**config.mk**
```make
export PLATFORM = sky130hd
export DESIGN_NAME = button_debounce_click_gesture
export DESIGN_NICKNAME = d
export VERILOG_FILES = /design/src/rtl/bdcg_pkg.sv /design/src/rtl/bdcg_gesture.sv /design/src/rtl/button_debounce_click_gesture.sv
export VERILOG_INCLUDE_DIRS = /design/src /design/src/rtl
export SDC_FILE = /design/constraint.sdc
export NUM_CORES = 1
export LEC_CHECK = 0
export BUFFER_PORTS_ARGS = -buffer_cell sky130_fd_sc_hd__buf_2
export CORE_MARGIN = 2
export CORE_UTILIZATION = 67
export DETAILED_ROUTE_END_ITERATION = 10
export MAX_ROUTING_LAYER = met4
export PLACE_DENSITY = 0.86
export SYNTH_ARGS = -nofsm -noshare
export SYNTH_HDL_FRONTEND = slang
export SYNTH_SLANG_ARGS = --single-unit
```
**constraint.sdc**
```tcl
create_clock -name aclk -period 16.95 [get_ports aclk]
set_input_delay 0 -clock aclk [delete_from_list [all_inputs] [get_ports aclk]]
set_output_delay 0 -clock aclk [all_outputs]
set_load 0.05 [all_outputs]
```
**src/rtl/button_debounce_click_gesture_macros.svh**
```systemverilog
// ----------------------------------------------------------------------------
// Button debounce and click gesture: assertion macros
// Clocked assertion wrappers, compiled out when ASSERT_OFF is defined.
// ----------------------------------------------------------------------------
`ifndef BUTTON_DEBOUNCE_CLICK_GESTURE_MACROS_SVH
`define BUTTON_DEBOUNCE_CLICK_GESTURE_MACROS_SVH

`ifndef ASSERT_OFF
// Checked only while reset is released
`define BDCG_ASSERT(lbl, clk, rstn, prop, msg) \
    lbl: assert property (@(posedge clk) disable iff (!rstn) prop) else $error(msg);
// Checked at every edge, reset included
`define BDCG_ASSERT_ALWAYS(lbl, clk, prop, msg) \
    lbl: assert property (@(posedge clk) prop) else $error(msg);
`else
`define BDCG_ASSERT(lbl, clk, rstn, prop, msg)
`define BDCG_ASSERT_ALWAYS(lbl, clk, prop, msg)
`endif

`endif

```
**src/rtl/bdcg_pkg.sv**
```systemverilog
// ----------------------------------------------------------------------------
// Button debounce and click gesture: shared package
// Field widths, register indexes, selector codes, reset values and the
// structs passed between the top level and the gesture core.
// ----------------------------------------------------------------------------
`default_nettype none

package bdcg_pkg;

    localparam int unsigned TIME_W  = 32;
    localparam int unsigned CFG_W   = 16;
    localparam int unsigned IDX_W   = 2;
    localparam int unsigned FUNC_W  = 2;
    localparam int unsigned COUNT_W = 8;

    // Register indexes
    localparam logic [IDX_W-1:0] CFG_DEBOUNCE   = 2'd0;
    localparam logic [IDX_W-1:0] CFG_LONG_HOLD  = 2'd1;
    localparam logic [IDX_W-1:0] CFG_CLICK_GAP  = 2'd2;

    // Flag selector codes
    localparam logic [FUNC_W-1:0] FUNC_SHORT  = 2'd0;
    localparam logic [FUNC_W-1:0] FUNC_LONG   = 2'd1;
    localparam logic [FUNC_W-1:0] FUNC_TRIPLE = 2'd2;
    localparam logic [FUNC_W-1:0] FUNC_NONE   = 2'd3;

    // Register reset values
    localparam logic [CFG_W-1:0] DEBOUNCE_RST  = 16'd30;
    localparam logic [CFG_W-1:0] LONG_HOLD_RST = 16'd5000;
    localparam logic [CFG_W-1:0] CLICK_GAP_RST = 16'd500;

    localparam logic [COUNT_W-1:0] COUNT_MAX    = 8'd255;
    localparam logic [COUNT_W-1:0] TRIPLE_COUNT = 8'd3;
    localparam logic                LEVEL_IDLE   = 1'b1;

    typedef struct packed {
        logic [CFG_W-1:0] settle_ms;
        logic [CFG_W-1:0] long_hold_ms;
        logic [CFG_W-1:0] click_gap_ms;
    } cfg_t;

    typedef struct packed {
        logic event_res;
        logic short_pending;
        logic long_pending;
        logic triple_pending;
        logic debounced_level;
    } result_t;

endpackage

`default_nettype wire

```
**src/rtl/bdcg_gesture.sv**
```systemverilog
// ----------------------------------------------------------------------------
// Button debounce and click gesture: gesture core
// Holds the debounce and click state, works out one poll in a single pass
// and commits the new state when the item is stepped.
// ----------------------------------------------------------------------------
`default_nettype none

module bdcg_gesture (
    input  wire logic                            aclk,
    input  wire logic                            aresetn,
    input  wire logic                            fire_i,
    input  wire logic                            level_i,
    input  wire logic [bdcg_pkg::TIME_W-1:0]     now_i,
    input  wire logic [bdcg_pkg::FUNC_W-1:0]     func_i,
    input  wire bdcg_pkg::cfg_t                  cfg_i,
    output bdcg_pkg::result_t                    result_o
);
    import bdcg_pkg::*;

    `include "button_debounce_click_gesture_macros.svh"

    logic               last_raw_reg,     last_raw_next;
    logic               stable_level_reg, stable_level_next;
    logic [TIME_W-1:0]  change_time_reg,  change_time_next;
    logic [TIME_W-1:0]  press_time_reg,   press_time_next;
    logic [TIME_W-1:0]  click_time_reg,   click_time_next;
    logic [COUNT_W-1:0] click_count_reg,  click_count_next;
    logic               short_flag_reg,   short_flag_next;
    logic               long_flag_reg,    long_flag_next;
    logic               triple_flag_reg,  triple_flag_next;

    logic [TIME_W-1:0]  db_diff;
    logic [TIME_W-1:0]  hold_diff;
    logic [TIME_W-1:0]  gap_diff;
    logic               raw_changed;
    logic               level_accept;
    logic               release_edge;
    logic               long_release;
    logic               click;
    logic               flush;
    logic [COUNT_W-1:0] count_mid;
    logic               short_mid;
    logic               long_mid;
    logic               triple_mid;
    logic               event_res;

    // A fresh raw change restarts its own timer and blocks the debounce test,
    // so the new level cannot be accepted in the same poll.
    assign raw_changed  = (level_i != last_raw_reg);
    assign db_diff      = now_i - change_time_reg;
    assign level_accept = !raw_changed && (db_diff > TIME_W'(cfg_i.settle_ms))
                          && (level_i != stable_level_reg);
    assign release_edge = level_accept && level_i;

    assign hold_diff    = now_i - press_time_reg;
    assign long_release = release_edge && (hold_diff >= TIME_W'(cfg_i.long_hold_ms));
    assign click        = release_edge && !long_release;

    always_comb begin
        if (long_release) begin
            count_mid = '0;
        end else if (click && (click_count_reg != COUNT_MAX)) begin
            count_mid = click_count_reg + COUNT_W'(1);
        end else begin
            count_mid = click_count_reg;
        end
    end

    // A click in this poll resets the gap timer, so no burst can close now
    assign gap_diff = now_i - click_time_reg;
    assign flush    = (count_mid != '0) && !click && (gap_diff > TIME_W'(cfg_i.click_gap_ms));

    assign short_mid  = short_flag_reg  || (flush && (count_mid <  TRIPLE_COUNT));
    assign triple_mid = triple_flag_reg || (flush && (count_mid >= TRIPLE_COUNT));
    assign long_mid   = long_flag_reg   || long_release;

    always_comb begin
        short_flag_next  = short_mid;
        long_flag_next   = long_mid;
        triple_flag_next = triple_mid;
        unique case (func_i)
            FUNC_SHORT: begin
                event_res       = short_mid;
                short_flag_next = 1'b0;
            end
            FUNC_LONG: begin
                event_res      = long_mid;
                long_flag_next = 1'b0;
            end
            FUNC_TRIPLE: begin
                event_res        = triple_mid;
                triple_flag_next = 1'b0;
            end
            default: begin
                event_res = 1'b0;
            end
        endcase
    end

    assign last_raw_next     = level_i;
    assign change_time_next  = raw_changed ? now_i : change_time_reg;
    assign stable_level_next = level_accept ? level_i : stable_level_reg;
    assign press_time_next   = (level_accept && !level_i) ? now_i : press_time_reg;
    assign click_time_next   = click ? now_i : click_time_reg;
    assign click_count_next  = flush ? '0 : count_mid;

    assign result_o.event_res       = event_res;
    assign result_o.short_pending   = short_flag_next;
    assign result_o.long_pending    = long_flag_next;
    assign result_o.triple_pending  = triple_flag_next;
    assign result_o.debounced_level = stable_level_next;

    always_ff @(posedge aclk) begin
        if (!aresetn) begin
            last_raw_reg     <= LEVEL_IDLE;
            stable_level_reg <= LEVEL_IDLE;
            change_time_reg  <= '0;
            press_time_reg   <= '0;
            click_time_reg   <= '0;
            click_count_reg  <= '0;
            short_flag_reg   <= 1'b0;
            long_flag_reg    <= 1'b0;
            triple_flag_reg  <= 1'b0;
        end else if (fire_i) begin
            last_raw_reg     <= last_raw_next;
            stable_level_reg <= stable_level_next;
            change_time_reg  <= change_time_next;
            press_time_reg   <= press_time_next;
            click_time_reg   <= click_time_next;
            click_count_reg  <= click_count_next;
            short_flag_reg   <= short_flag_next;
            long_flag_reg    <= long_flag_next;
            triple_flag_reg  <= triple_flag_next;
        end
    end

    `BDCG_ASSERT(a_short_consumed, aclk, aresetn, fire_i && (func_i == FUNC_SHORT) |=> !short_flag_reg, "short flag survived its consume")
    `BDCG_ASSERT(a_long_consumed, aclk, aresetn, fire_i && (func_i == FUNC_LONG) |=> !long_flag_reg, "long flag survived its consume")
    `BDCG_ASSERT(a_none_no_event, aclk, aresetn, fire_i && (func_i == FUNC_NONE) |-> !result_o.event_res, "event reported with no flag selected")

endmodule

`default_nettype wire

```
**src/rtl/button_debounce_click_gesture.sv**
```systemverilog
// ----------------------------------------------------------------------------
// Button debounce and click gesture: top level
// Polls an active-low button, debounces it and reports click gestures.
// ----------------------------------------------------------------------------
// Usage:
//   Each item on the s_ channel is one poll: raw pin level, millisecond
//   timestamp and a selector naming the gesture flag to consume. Every item
//   gives exactly one result on the m_ channel: the consumed flag, the flags
//   still pending and the debounced level.
//   An accepted item waits in the input register, then passes through the
//   gesture core into the result register, which raises m_valid.
//   Throughput is one item per cycle while the receiver keeps up; the
//   gesture state is updated in the same cycle the item moves into the
//   result register. When the receiver stalls, the result is held and
//   one more item waits in the input register; s_ready drops only once
//   both are full. Registers are written through cfg_wen/cfg_idx/cfg_wdata;
//   an index beyond the list is ignored.
//   Reset clears the gesture state to the released level, no flags pending,
//   and loads the default timings (30, 5000 and 500 ms). No clearing pass.
// ----------------------------------------------------------------------------
`default_nettype none

module button_debounce_click_gesture (
    input  wire logic                         aclk,
    input  wire logic                         aresetn,
    input  wire logic                         cfg_wen,
    input  wire logic [bdcg_pkg::IDX_W-1:0]   cfg_idx,
    input  wire logic [bdcg_pkg::CFG_W-1:0]   cfg_wdata,
    input  wire logic                         s_valid,
    output logic                              s_ready,
    input  wire logic                         s_level,
    input  wire logic [bdcg_pkg::TIME_W-1:0]  s_now_ms,
    input  wire logic [bdcg_pkg::FUNC_W-1:0]  s_func,
    output logic                              m_valid,
    input  wire logic                         m_ready,
    output logic                              m_event_res,
    output logic                              m_short_pending,
    output logic                              m_long_pending,
    output logic                              m_triple_pending,
    output logic                              m_debounced_level
);
    import bdcg_pkg::*;

    `include "button_debounce_click_gesture_macros.svh"

    cfg_t              cfg_reg;
    logic              in_valid_reg;
    logic              level_reg;
    logic [TIME_W-1:0] now_reg;
    logic [FUNC_W-1:0] func_reg;
    logic              m_valid_reg;
    result_t           result_reg;
    result_t           result_next;
    logic              step_fire;
    logic              s_fire;

    always_ff @(posedge aclk) begin
        if (!aresetn) begin
            cfg_reg.settle_ms    <= DEBOUNCE_RST;
            cfg_reg.long_hold_ms <= LONG_HOLD_RST;
            cfg_reg.click_gap_ms <= CLICK_GAP_RST;
        end else if (cfg_wen) begin
            unique case (cfg_idx)
                CFG_DEBOUNCE:  cfg_reg.settle_ms    <= cfg_wdata;
                CFG_LONG_HOLD: cfg_reg.long_hold_ms <= cfg_wdata;
                CFG_CLICK_GAP: cfg_reg.click_gap_ms <= cfg_wdata;
                default: begin
                end
            endcase
        end
    end

    // Step the held item whenever the result register is free or draining
    assign step_fire = in_valid_reg && (!m_valid_reg || m_ready);
    assign s_ready   = !in_valid_reg || step_fire;
    assign s_fire    = s_valid && s_ready;

    always_ff @(posedge aclk) begin
        if (!aresetn) begin
            in_valid_reg <= 1'b0;
        end else if (s_ready) begin
            in_valid_reg <= s_valid;
        end
    end

    always_ff @(posedge aclk) begin
        if (s_fire) begin
            level_reg <= s_level;
            now_reg   <= s_now_ms;
            func_reg  <= s_func;
        end
    end

    bdcg_gesture u_gesture (
        .aclk     (aclk),
        .aresetn  (aresetn),
        .fire_i   (step_fire),
        .level_i  (level_reg),
        .now_i    (now_reg),
        .func_i   (func_reg),
        .cfg_i    (cfg_reg),
        .result_o (result_next)
    );

    always_ff @(posedge aclk) begin
        if (!aresetn) begin
            m_valid_reg <= 1'b0;
        end else if (step_fire) begin
            m_valid_reg <= 1'b1;
        end else if (m_ready) begin
            m_valid_reg <= 1'b0;
        end
    end

    always_ff @(posedge aclk) begin
        if (step_fire) begin
            result_reg <= result_next;
        end
    end

    assign m_valid           = m_valid_reg;
    assign m_event_res       = result_reg.event_res;
    assign m_short_pending   = result_reg.short_pending;
    assign m_long_pending    = result_reg.long_pending;
    assign m_triple_pending  = result_reg.triple_pending;
    assign m_debounced_level = result_reg.debounced_level;

    `BDCG_ASSERT(a_step_loads_result, aclk, aresetn, step_fire |=> m_valid_reg, "stepped item gave no result")
    `BDCG_ASSERT(a_hold_waiting_item, aclk, aresetn, in_valid_reg && !step_fire |=> in_valid_reg && $stable(now_reg) && $stable(func_reg), "waiting item lost or changed")
    `BDCG_ASSERT(a_accept_fills_input, aclk, aresetn, s_fire |=> in_valid_reg, "accepted item not held")

endmodule

`default_nettype wire

```
==> summary.txt, run 1 <==
Timing
  • Min Tclk post-route: 6.93 ns
  • Post-Route Setup TNS: 0 ns
  • Number of hold-slack violations in the final timing report: 0
  • RSZ-0062 raised after global routing: false
  • Period utilization: 40.9%
  • Worst Hold Margin: 0.00786 ns
  • Fmax achieved: 0.144 GHz
  • Tightest Pin Transition: 1.22 ns
  • Slew Limit Headroom: 17.3%
  • Final slew viol count: 0
  • Number of setup violations in the final report: 0
  • Worst Skew: 0.0179 ns

Setup path
  • Kind of launch point of the worst setup path: register
  • RR Startpoint: now_reg[1]
  • Chain of cells forming the critical path: ha_1 -> nor2b_1 -> o2111ai_1 -> a2111oi_0 -> nor3b_1 -> xnor2_1 -> ha_1 -> nand4_1 -> or4_1 -> o22ai_1 -> nand3_1 -> nor3_1 -> nand4_2 -> a2111o_1 -> nand3_1 -> nor4bb_1 -> a21oi_1 -> o21a_1
  • CP arrival: 7.14 ns
  • Critical path's largest stage delay: 0.96 ns
  • Largest driver fanout on the critical path: 18
  • Worst reg-to-reg path cell count: 18
  • Critical Path Start: now_reg[1]
  • Required time worst endpoint: 17.16 ns
  • Critical Path End Type: register
  • Startpoint-to-endpoint class of the critical path: register to register
  • Slowest cell on the critical path: nor4bb_1

Finish
  • Area of the multi-input gates: 0.00980 sq mm
  • Area taken by flip-flops and latches: 0.00438 sq mm
  • Total of fill cells in the finished design: 1689
  • Layout area overhead: 10.4%
  • Max reg flops: 48
  • Number of nets at the end of the flow: 2191
  • Layout cell share with drive strength beyond 1: 6.65%
  • Highest-count cells in the layout ignoring fill and taps: nand2_1 (311), inv_1 (166), dfxtp_1 (159), ha_1 (142), a21oi_1 (134)
  • Most common cell after layout, fill and taps aside: nand2_1
  • ANT cells: 0

Placed design
  • Count of input and output buffers: 64
  • GP Congestion: 0.986
  • Half-perimeter wire length after detailed placement: 32400 microns

Clock network
  • Source-to-sink clock delay at the later pin of the worst-skew pair: 0.46 ns
  • H-tree depth: 4
  • Post-CTS resize count: 0
  • TritonCTS clock tree: built
  • Number of clock buffers inserted by TritonCTS: 17
  • Number of sinks on the clock net: 199
  • Maximum number of buffers from clock root to sink: 2
  • Clock root buffer master: clkbuf_16
  • Clock input transition at the sequential cells of the worst setup and hold paths: 0.09 ns

Drt
  • Drt pass-1 iters: 6
  • Number of vias per cell after detailed routing: 6.47
  • Starting DRC count in detailed routing: 1438
  • DRC violation count after routing: 0
  • Routed vias: 14794
  • Drt wl/cell: 19.6 microns
  • Antenna-violating nets left: 0
  • Aggregate routed wire length: 44800 microns

Logic synthesis
  • Yosys warns: 0
  • Number of distinct library cell variants in the gate-level netlist after synthesis: 89
  • Number of enable flip-flop cells after synthesis: 40
  • Syn Inst Count: 1930
  • Number of flip-flops and latches in the synthesized netlist: 199
  • Mapped Area: 0.0152 sq mm
  • Fraction of registers with async set or reset after synthesis: 0%
  • Per-instance average area after synthesis: 7.88 sq um
  • Sequential cell area fraction in the yosys report: 28.8%
  • Most used DFF post-synth: dfxtp_1
  • Syn Nets: 2133

Global route
  • GRT Resource Usage Total: 38.4%
  • Number of global-route vias before repair: 14130
  • Pin count of the biggest net entering global routing: 103
  • Initial antenna violation count: 0
  • Global-route wire length before repair: 71300 microns
  • Aggregate global routing overflow: 0

Floorplanning
  • Die area: 0.0239 sq mm
  • Top Ports: 65
  • Standard-cell rows: 55
  • Area of the core: 0.0224 sq mm
  • Die W: 155 microns
  • Die Span Y: 155 microns
  • Initial standard-cell utilization of the core: 67.8%

Hold path
  • Worst min path class: primary input to register
  • Startpoint of the lowest-slack hold path: aresetn
  • Hold path cells: 2

Power and ir drop
  • Pwr per Cell Area: 74.4 mW/mm^2
  • Leakage: 6.52 nW
  • Max VDD drop: 0.0572 mV

Status
  • Run status: complete, no violations

Job
  • Max Cap Violations: 0
synthesized netlist by cell type (15+ instances only):
| cell | count | area share (%) |
|---|---|---|
| a21boi_0 | 104 | 5.1 |
| a21o_1 | 48 | 2.4 |
| a21oi_1 | 134 | 4.4 |
| and2_1 | 17 | 0.70 |
| and3_1 | 18 | 0.74 |
| buf_2 | 16 | 0.53 |
| clkbuf_1 | 65 | 1.6 |
| dfxtp_1 | 159 | 21 |
| edfxtp_1 | 40 | 7.9 |
| ha_1 | 142 | 12 |
| inv_1 | 166 | 4.1 |
| mux2i_1 | 40 | 2.6 |
| nand2_1 | 311 | 7.7 |
| nand3_1 | 38 | 1.3 |
| nand4_1 | 39 | 1.6 |
| nor2_1 | 81 | 2.0 |
| nor2b_1 | 52 | 2.1 |
| nor3_1 | 31 | 1.0 |
| o211ai_1 | 36 | 1.8 |
| o21a_1 | 22 | 1.1 |
| o21ai_0 | 65 | 2.1 |
| or3_1 | 15 | 0.62 |
| xnor2_1 | 33 | 1.9 |
| xor2_1 | 23 | 1.3 |
per-layer routing:
| metal | vias to the layer above | share of wire, % | global-route usage (%) |
|---|---|---|---|
| li1 | 7002 | - | - |
| met1 | 6986 | 42 | 47.8 |
| met2 | 687 | 47 | 63.1 |
| met3 | 119 | 8.3 | 6.39 |
| met4 | 0 | 3.5 | 14.4 |
| met5 | - | 0 | - |
what timing repair did:
item,in CTS,in global routing
endpoints found under the hold margin,85,0
setup buffers,0,0
hold buffers,60,0
cells by family after synthesis:
kind of cell / synth area share [%]
buf+inv: 6.84
compound gates: 25.1
xor+xnor: 3.33
flops: 28.8
simple gates: 21.2
mux: 2.71
fa+ha+maj: 12.1
final cells by class:
type	instances	area share, %
clock buffers	20	2.85
clock inverters	12	0.864
inverters	167	3.73
multi-input cells	1469	58.4
flip-flops and latches	199	26.1
well taps	285	2.12
repair buffers	134	5.95
metrics by stage:
step / utilization [%] / cell area [sq um] / instances / total power [mW] / setup WS, ns
6_report: 74.8 / 16800 / 2286 / 1.25 / 10.02
2_1_floorplan: - / 15200 / 1930 / 0.727 / 11.61
4_1_cts: 74.8 / 16800 / 2286 / 1.24 / 10.10
3_3_place_gp: 69.4 / 15600 / 2194 / 0.798 / 10.41
3_5_place_dp: 69.4 / 15600 / 2194 / 0.804 / 10.15
5_1_grt: 74.8 / 16800 / 2286 / 1.30 / 9.45
power by group:
part,switching (mW),internal [mW]
Clock,0.218,0.217
Sequential,0.0170,0.498
Combinational,0.179,0.121
Total,0.414,0.836
worst max-delay path: cells and delay by family (launching register included):
kind,cells,cell delay (ns)
AND/OR/NAND/NOR,9,2.86
flip-flops,1,0.59
XOR/XNOR,1,0.20
AO/OA/AOI/OAI,6,2.33
adder cells (fa/ha/maj),2,0.67
path summary, 6_finish.rpt:
kind | to | slack (ns)
setup / recovery | m_triple_pending | 10.02
hold / removal | cfg_reg[4] | 0.008
setup reg to reg | m_triple_pending | 10.02
hold reg to reg | u_gesture.change_time_reg[16] | 0.47
Power figures use the tool's default switching activity.
==> inputs of run 2 (changes only) <==
- CORE_UTILIZATION: 67 -> 57
- PLACE_DENSITY: 0.86 -> 0.78
- clock period: 16.95 -> 6 ns (I/O delays scaled with it)
==> run 2 against run 1 <==
Net effect:
- the flow now finishes with violations (DRC)
- count of clock-buffer cells in the layout down 3
- via count shrank 1.4%
- die area increased by 17%
- wire length is 3.8% lower
- hold slack better by 0.025 ns
- first-iteration DRC count fell by 0.56%
- final cell count is 2.9% higher
- sequential power grew to 2.8 times the previous value
- utilization is 9.7 points lower
- worst setup slack got worse by 9.7 ns
- critical endpoint is now m_event_res
==> summary.txt, run 2 (synthesis gave the netlist of run 1 again) <==
Setup path
  • Required time worst endpoint: 6.20 ns (-10.96 ns)
  • Critical Path Start: now_reg[0]
  • CP arrival: 5.92 ns (-1.22 ns)
  • Critical Path End Type: register
  • Largest driver fanout on the critical path: 9 (-9)
  • Startpoint-to-endpoint class of the critical path: register to register
  • RR Startpoint: now_reg[0]
  • Kind of launch point of the worst setup path: register

Clock network
  • Number of sinks on the clock net: 199 (unchanged)
  • H-tree depth: 4 (unchanged)
  • Clock root buffer master: clkbuf_16
  • Number of clock buffers inserted by TritonCTS: 17 (unchanged)
  • Maximum number of buffers from clock root to sink: 2 (unchanged)
  • Source-to-sink clock delay at the later pin of the worst-skew pair: 0.45 ns (about the same)
  • Clock input transition at the sequential cells of the worst setup and hold paths: 0.09 ns (about the same)
  • TritonCTS clock tree: built

Finish
  • Layout area overhead: 12.0%
  • Most common cell after layout, fill and taps aside: nand2_1
  • Highest-count cells in the layout ignoring fill and taps: nand2_1 (311), inv_1 (166), dfxtp_1 (159), ha_1 (142), a21oi_1 (134)
  • Total of fill cells in the finished design: 2266 (+34%)
  • Layout cell share with drive strength beyond 1: 8.13% (+1.5 points)
  • Number of nets at the end of the flow: 2208 (+0.78%)
  • Max reg flops: 48 (unchanged)
  • ANT cells: 0 (unchanged)
  • Final cell utilization of the core: 65.2% (-9.7 points)

Hold path
  • Startpoint of the lowest-slack hold path: cfg_idx[0]
  • Worst min path class: primary input to register

Timing
  • Min Tclk post-route: 5.72 ns (-1.22 ns)
  • Tightest Pin Transition: 1.14 ns (-0.0824 ns)
  • Final slew viol count: 0 (unchanged)
  • Number of setup violations in the final report: 0 (unchanged)
  • Worst Skew: 0.0129 ns (-0.00499 ns)
  • Number of hold-slack violations in the final timing report: 0 (unchanged)
  • Slew Limit Headroom: 23.5% (+6.3 points)
  • Post-Route Setup TNS: 0 ns (unchanged)
  • Fmax achieved: 0.175 GHz (+21%)
  • Period utilization: 95.3% (+54 points)

Power and ir drop
  • Clock power frac: 34.1% (-0.7 points)
  • Net load switching power: 1.18 mW (+190%)
  • Sequential share of power: 41.4% (+0.2 points)
  • Combinational share of power: 24.5% (+0.5 points)
  • Max VDD drop: 0.140 mV (+140%)
  • Pwr per Cell Area: 206 mW/mm^2 (+180%)
  • Internal: 2.32 mW (+180%)
  • Switching share of power: 33.7% (+0.61 points)
  • Leakage: 6.65 nW (+1.9%)

Drt
  • Drt pass-1 iters: 8 (+2)
  • DRC violation count after routing: 5 (+5)
  • Drt wl/cell: 18.3 microns (-6.6%)
  • Aggregate routed wire length: 43100 microns (-3.8%)
  • Number of vias per cell after detailed routing: 6.20 (-4.2%)
  • Antenna-violating nets left: 0 (unchanged)
  • Starting DRC count in detailed routing: 1430 (-0.56%)
  • Routed vias: 14594 (-1.4%)

Status
  • Violations in the final reports: DRC
  • Run status: finished with violations

Floorplanning
  • Die W: 167 microns (+8.2%)
  • Area of the core: 0.0261 sq mm (+16%)
  • Die area: 0.0280 sq mm (+17%)
  • Die Span Y: 167 microns (+8.2%)
  • Standard-cell rows: 59 (+7.3%)
  • Top Ports: 65 (unchanged)
  • Initial standard-cell utilization of the core: 58.2% (-9.6 points)

Global route
  • Global-route wire length before repair: 68900 microns (-3.4%)
  • Initial antenna violation count: 0 (unchanged)
  • Aggregate global routing overflow: 0 (unchanged)
  • Pin count of the biggest net entering global routing: 95 (-7.8%)
  • Number of global-route vias before repair: 13956 (-1.2%)
  • GRT Resource Usage Total: 31.1% (-7.3 points)

Job
  • Max Cap Violations: 0 (unchanged)

Placed design
  • GP Congestion: 0.994 (+0.74%)
  • Half-perimeter wire length after detailed placement: 31900 microns (-1.4%)
  • Count of input and output buffers: 64 (unchanged)
run 2: stage by stage:
stage          worst slack [ns]  total power [mW]  cells  hold slack (ns)  area [sq um]
2_1_floorplan             0.661              2.06   1930           0.0989         15200
3_3_place_gp              0.286              2.25   2261            0.177         15800
3_5_place_dp              0.113              2.27   2261            0.178         15800
4_1_cts                  0.0815              3.49   2347           0.0316         16900
5_1_grt               -0.000292              3.66   2353           0.0782         17000
6_report                  0.285              3.50   2353           0.0330         17000
run 2: final cells by class:
cell class                      count  area, sq um  share of cell area (%)
Clock buffer                       17          425                    2.50
Multi-Input combinational cell   1470         9880                    58.0
Tap cell                          335          419                    2.46
Sequential cell                   199         4380                    25.7
Timing Repair Buffer              150         1130                    6.63
Clock inverter                     15          169                   0.992
Inverter                          167          627                    3.68
run 2: timing repair:
item | CTS | global route
buffers inserted | 0 | 5
resized for setup | 0 | 17
endpoints found under the setup margin | 0 | 79
endpoints found under the hold margin | 85 | 0
hold buffers | 54 | 0
run 2: path summary, 6_finish.rpt:
path / slack [ns] / cells after the start / to
setup reg to reg: 0.28 / 26 / m_event_res
setup / recovery: 0.28 / 26 / m_event_res
hold reg to reg: 0.46 / 2 / u_gesture.click_time_reg[16]
hold / removal: 0.03 / 4 / cfg_reg[39]
run 2: power by group through the flow:
| stage | combinational (mW) | sequential [mW] | clock [mW] |
|---|---|---|---|
| after floorplan | 0.585 | 1.47 | 0 |
| after global placement | 0.775 | 1.48 | 0 |
| after detailed placement | 0.791 | 1.48 | 0 |
| after CTS | 0.826 | 1.45 | 1.21 |
| after global routing | 0.948 | 1.46 | 1.25 |
| final | 0.859 | 1.45 | 1.19 |
run 2: critical path, stage by stage (launching register included):
cell and delay [ns]:
edfxtp_1 0.42, inv_1 0.10, ha_1 0.19, inv_1 0.06, fa_1 0.39, a21o_1 0.19
a311o_1 0.38, a211oi_2 0.28, o21ai_1 0.13, a21o_1 0.19, a21oi_1 0.16, xnor2_1 0.09
ha_1 0.21, or4_1 0.49, o211ai_1 0.13, a21oi_1 0.06, nor4_1 0.30, o21ai_1 0.17
a2111oi_2 0.28, o2111ai_1 0.16, nor4_1 0.28, buf_4 0.18, a21o_1 0.15, buf_4 0.18
and2_1 0.14, a311o_1 0.10, o21ai_1 0.05
run 2: metal layers:
metal  GRT usage [%]  share of wire (%)
met1            38.8                 43
met2            52.8                 47
met3            4.04                6.9
met4            9.19                2.7
met5               -                  0
==> inputs of run 3 (changes only) <==
- RECOVER_POWER: not set -> 25
==> run 3 against run 2 <==
Net effect:
- the flow finishes with violations (DRC, capacitance limit, slew limit)
- sequential power barely moved
- die area stayed put
- count of clock-buffer cells in the layout unchanged
- final area is essentially flat
- register-to-register slack barely moved
- global-route usage stayed put
- sequential share of layout area barely moved
- utilization is 0.062 points lower
- highest routed layer unchanged
==> summary.txt, run 3 (synthesis gave the netlist of run 1 again) <==
Setup path
  • Critical Path End Type: register
  • Worst reg-to-reg path cell count: 26 (unchanged)
  • RR Startpoint: now_reg[0]
  • Startpoint-to-endpoint class of the critical path: register to register
  • Kind of launch point of the worst setup path: register
  • CP arrival: 5.92 ns (about the same)
  • Reg2reg end: m_event_res
  • Required time worst endpoint: 6.20 ns (about the same)
  • Largest driver fanout on the critical path: 9 (unchanged)
  • Setup slack, reg-to-reg: 0.29 ns (about the same)

Clock network
  • Maximum number of buffers from clock root to sink: 2 (unchanged)
  • Clock root buffer master: clkbuf_16
  • TritonCTS clock tree: built
  • Number of sinks on the clock net: 199 (unchanged)
  • Clock input transition at the sequential cells of the worst setup and hold paths: 0.09 ns (about the same)
  • Source-to-sink clock delay at the later pin of the worst-skew pair: 0.46 ns (about the same)
  • H-tree depth: 4 (unchanged)
  • Number of clock buffers inserted by TritonCTS: 17 (unchanged)

Drt
  • Drt wl/cell: 18.3 microns (about the same)
  • Aggregate routed wire length: 43000 microns (about the same)
  • Number of vias per cell after detailed routing: 6.18 (-0.40%)
  • DRC violation count after routing: 5 (unchanged)
  • Routed vias: 14535 (-0.40%)
  • Met1 Wirelength: 18700 microns (+0.68%)
  • Highest signal layer in the routed design: met4
  • Sum of met2 wire segment lengths after detailed routing: 20400 microns (+0.15%)
  • Drt pass-1 iters: 8 (unchanged)
  • Antenna-violating nets left: 0 (unchanged)
  • Met3 routed WL: 2820 microns (-5.4%)
  • Starting DRC count in detailed routing: 1397 (-2.3%)

Job
  • Max Cap Violations: 2 (+2)

Placed design
  • Count of input and output buffers: 64 (unchanged)
  • Worst slack after detailed placement: 0.113 ns (unchanged)
  • Half-perimeter wire length after detailed placement: 31900 microns (unchanged)
  • GP Congestion: 0.994 (unchanged)

Floorplanning
  • Top Ports: 65 (unchanged)
  • Die area: 0.0280 sq mm (unchanged)
  • Standard-cell rows: 59 (unchanged)
  • Die Span Y: 167 microns (unchanged)
  • Die W: 167 microns (unchanged)
  • Initial standard-cell utilization of the core: 58.2% (unchanged)
  • Area of the core: 0.0261 sq mm (unchanged)

Finish
  • Layout area overhead: 11.9% (about the same)
  • Most common cell after layout, fill and taps aside: nand2_1
  • ANT cells: 0 (unchanged)
  • Final cell utilization of the core: 65.1% (about the same)
  • Highest-count cells in the layout ignoring fill and taps: nand2_1 (311), inv_1 (166), dfxtp_1 (159), ha_1 (142), a21oi_1 (134)
  • Layout cell share with drive strength beyond 1: 7.68% (-0.45 points)
  • Number of nets at the end of the flow: 2208 (unchanged)
  • Max reg flops: 48 (unchanged)

Timing
  • Period utilization: 95.2% (about the same)
  • Slew Limit Headroom: -118% (-140 points)
  • Number of setup violations in the final report: 0 (unchanged)
  • Worst Skew: 0.0134 ns (+0.000506 ns)
  • Fmax achieved: 0.175 GHz (about the same)
  • Final Worst Setup Slack: 0.286 ns (+0.00124 ns)
  • Post-Route Setup TNS: 0 ns (unchanged)
  • Number of hold-slack violations in the final timing report: 0 (unchanged)
  • Min Tclk post-route: 5.71 ns (-0.00124 ns)
  • Worst Hold Margin: 0.0362 ns (+0.00325 ns)
  • Final slew viol count: 166 (+166)
  • Tightest Pin Transition: 3.28 ns (+2.14 ns)

Power and ir drop
  • Pwr per Cell Area: 206 mW/mm^2 (+0.23%)
  • Leakage: 6.62 nW (-0.41%)
  • Switching share of power: 33.8% (about the same)
  • Net load switching power: 1.18 mW (+0.16%)
  • Max VDD drop: 0.140 mV (+0.34%)
  • Internal: 2.32 mW (+0.11%)
  • Sequential share of power: 41.4% (about the same)
  • Overall power after layout: 3.51 mW (+0.13%)
  • Clock power frac: 34.1% (about the same)
  • Combinational share of power: 24.6% (about the same)

Global route
  • Pin count of the biggest net entering global routing: 95 (unchanged)
  • Aggregate global routing overflow: 0 (unchanged)
  • Initial antenna violation count: 0 (unchanged)
  • Global-route wire length before repair: 68900 microns (unchanged)
  • Number of global-route vias before repair: 13956 (unchanged)
  • GRT Resource Usage Total: 31.1% (unchanged)

Status
  • Run status: finished with violations
  • Violations in the final reports: DRC, capacitance limit, slew limit

Hold path
  • Startpoint of the lowest-slack hold path: cfg_idx[0]
  • Hold Path End: cfg_reg[39]
  • Worst min path class: primary input to register
  • Hold path cells: 4 (unchanged)
run 3: cell count changes in the layout (fill, tap and decap cells not counted), sizes merged:
| cell | before | now |
|---|---|---|
| buf | 96 | 87 |
| clkbuf | 17 | 26 |
run 3: worst max-delay path by stage:
stage / startpoint / to / slack, ns / cells past startpoint
floorplan: now_reg[0] / m_event_res / 0.66 / 25
global placement: now_reg[0] / m_event_res / 0.29 / 26
detailed placement: now_reg[0] / m_triple_pending / 0.11 / 23
CTS: now_reg[0] / m_event_res / 0.08 / 26
global route: now_reg[0] / m_event_res / -0.0003 / 24
finish: now_reg[0] / m_event_res / 0.29 / 26
run 3: per-layer routing:
layer | track usage [%] | vias up
met5 | - | -
met4 | 9.19 | 0
met3 | 4.04 | 91
met2 | 52.8 | 534
met1 | 38.8 | 6877
li1 | - | 7033
run 3: worst max-delay path: stages (launching register included):
cell,delay (ns)
edfxtp_1,0.42
inv_1,0.10
ha_1,0.19
inv_1,0.06
fa_1,0.39
a21o_1,0.19
a311o_1,0.38
a211oi_2,0.28
o21ai_1,0.13
a21o_1,0.20
a21oi_1,0.16
xnor2_1,0.09
ha_1,0.22
or4_1,0.49
o211ai_1,0.13
a21oi_1,0.06
nor4_1,0.30
o21ai_1,0.17
a2111oi_2,0.28
o2111ai_1,0.16
nor4_1,0.28
buf_4,0.18
a21o_1,0.15
buf_4,0.18
and2_1,0.14
a311o_1,0.10
o21ai_1,0.05
run 3: cell type report:
type                    instances  area, sq um
well taps                     335          419
repair buffers                150         1110
fillers                      2274         9110
multi-input cells            1470         9880
flip-flops and latches        199         4380
clock inverters                15          169
clock buffers                  17          425
inverters                     167          627
run 3: timing repair:
item / 4_1_cts / 5_1_grt
hold buffers: 54 / 0
hold endpoints to repair: 85 / 0
buffers inserted: 0 / 5
gates resized for setup: 0 / 17
endpoints found under the setup margin: 0 / 79
run 3: stage by stage:
step / cell area, sq um / std cells
final: 17000 / 2353
after floorplan: 15200 / 1930
after CTS: 16900 / 2347
after detailed placement: 15800 / 2261
after global routing: 17000 / 2353
after global placement: 15800 / 2261
run 3: power by group through the flow:
| stage | combinational, mW | sequential, mW | clock, mW |
|---|---|---|---|
| 6_report | 0.861 | 1.45 | 1.20 |
| 5_1_grt | 0.952 | 1.46 | 1.25 |
| 4_1_cts | 0.826 | 1.45 | 1.21 |
| 3_5_place_dp | 0.791 | 1.48 | 0 |
| 3_3_place_gp | 0.775 | 1.48 | 0 |
| 2_1_floorplan | 0.585 | 1.47 | 0 |
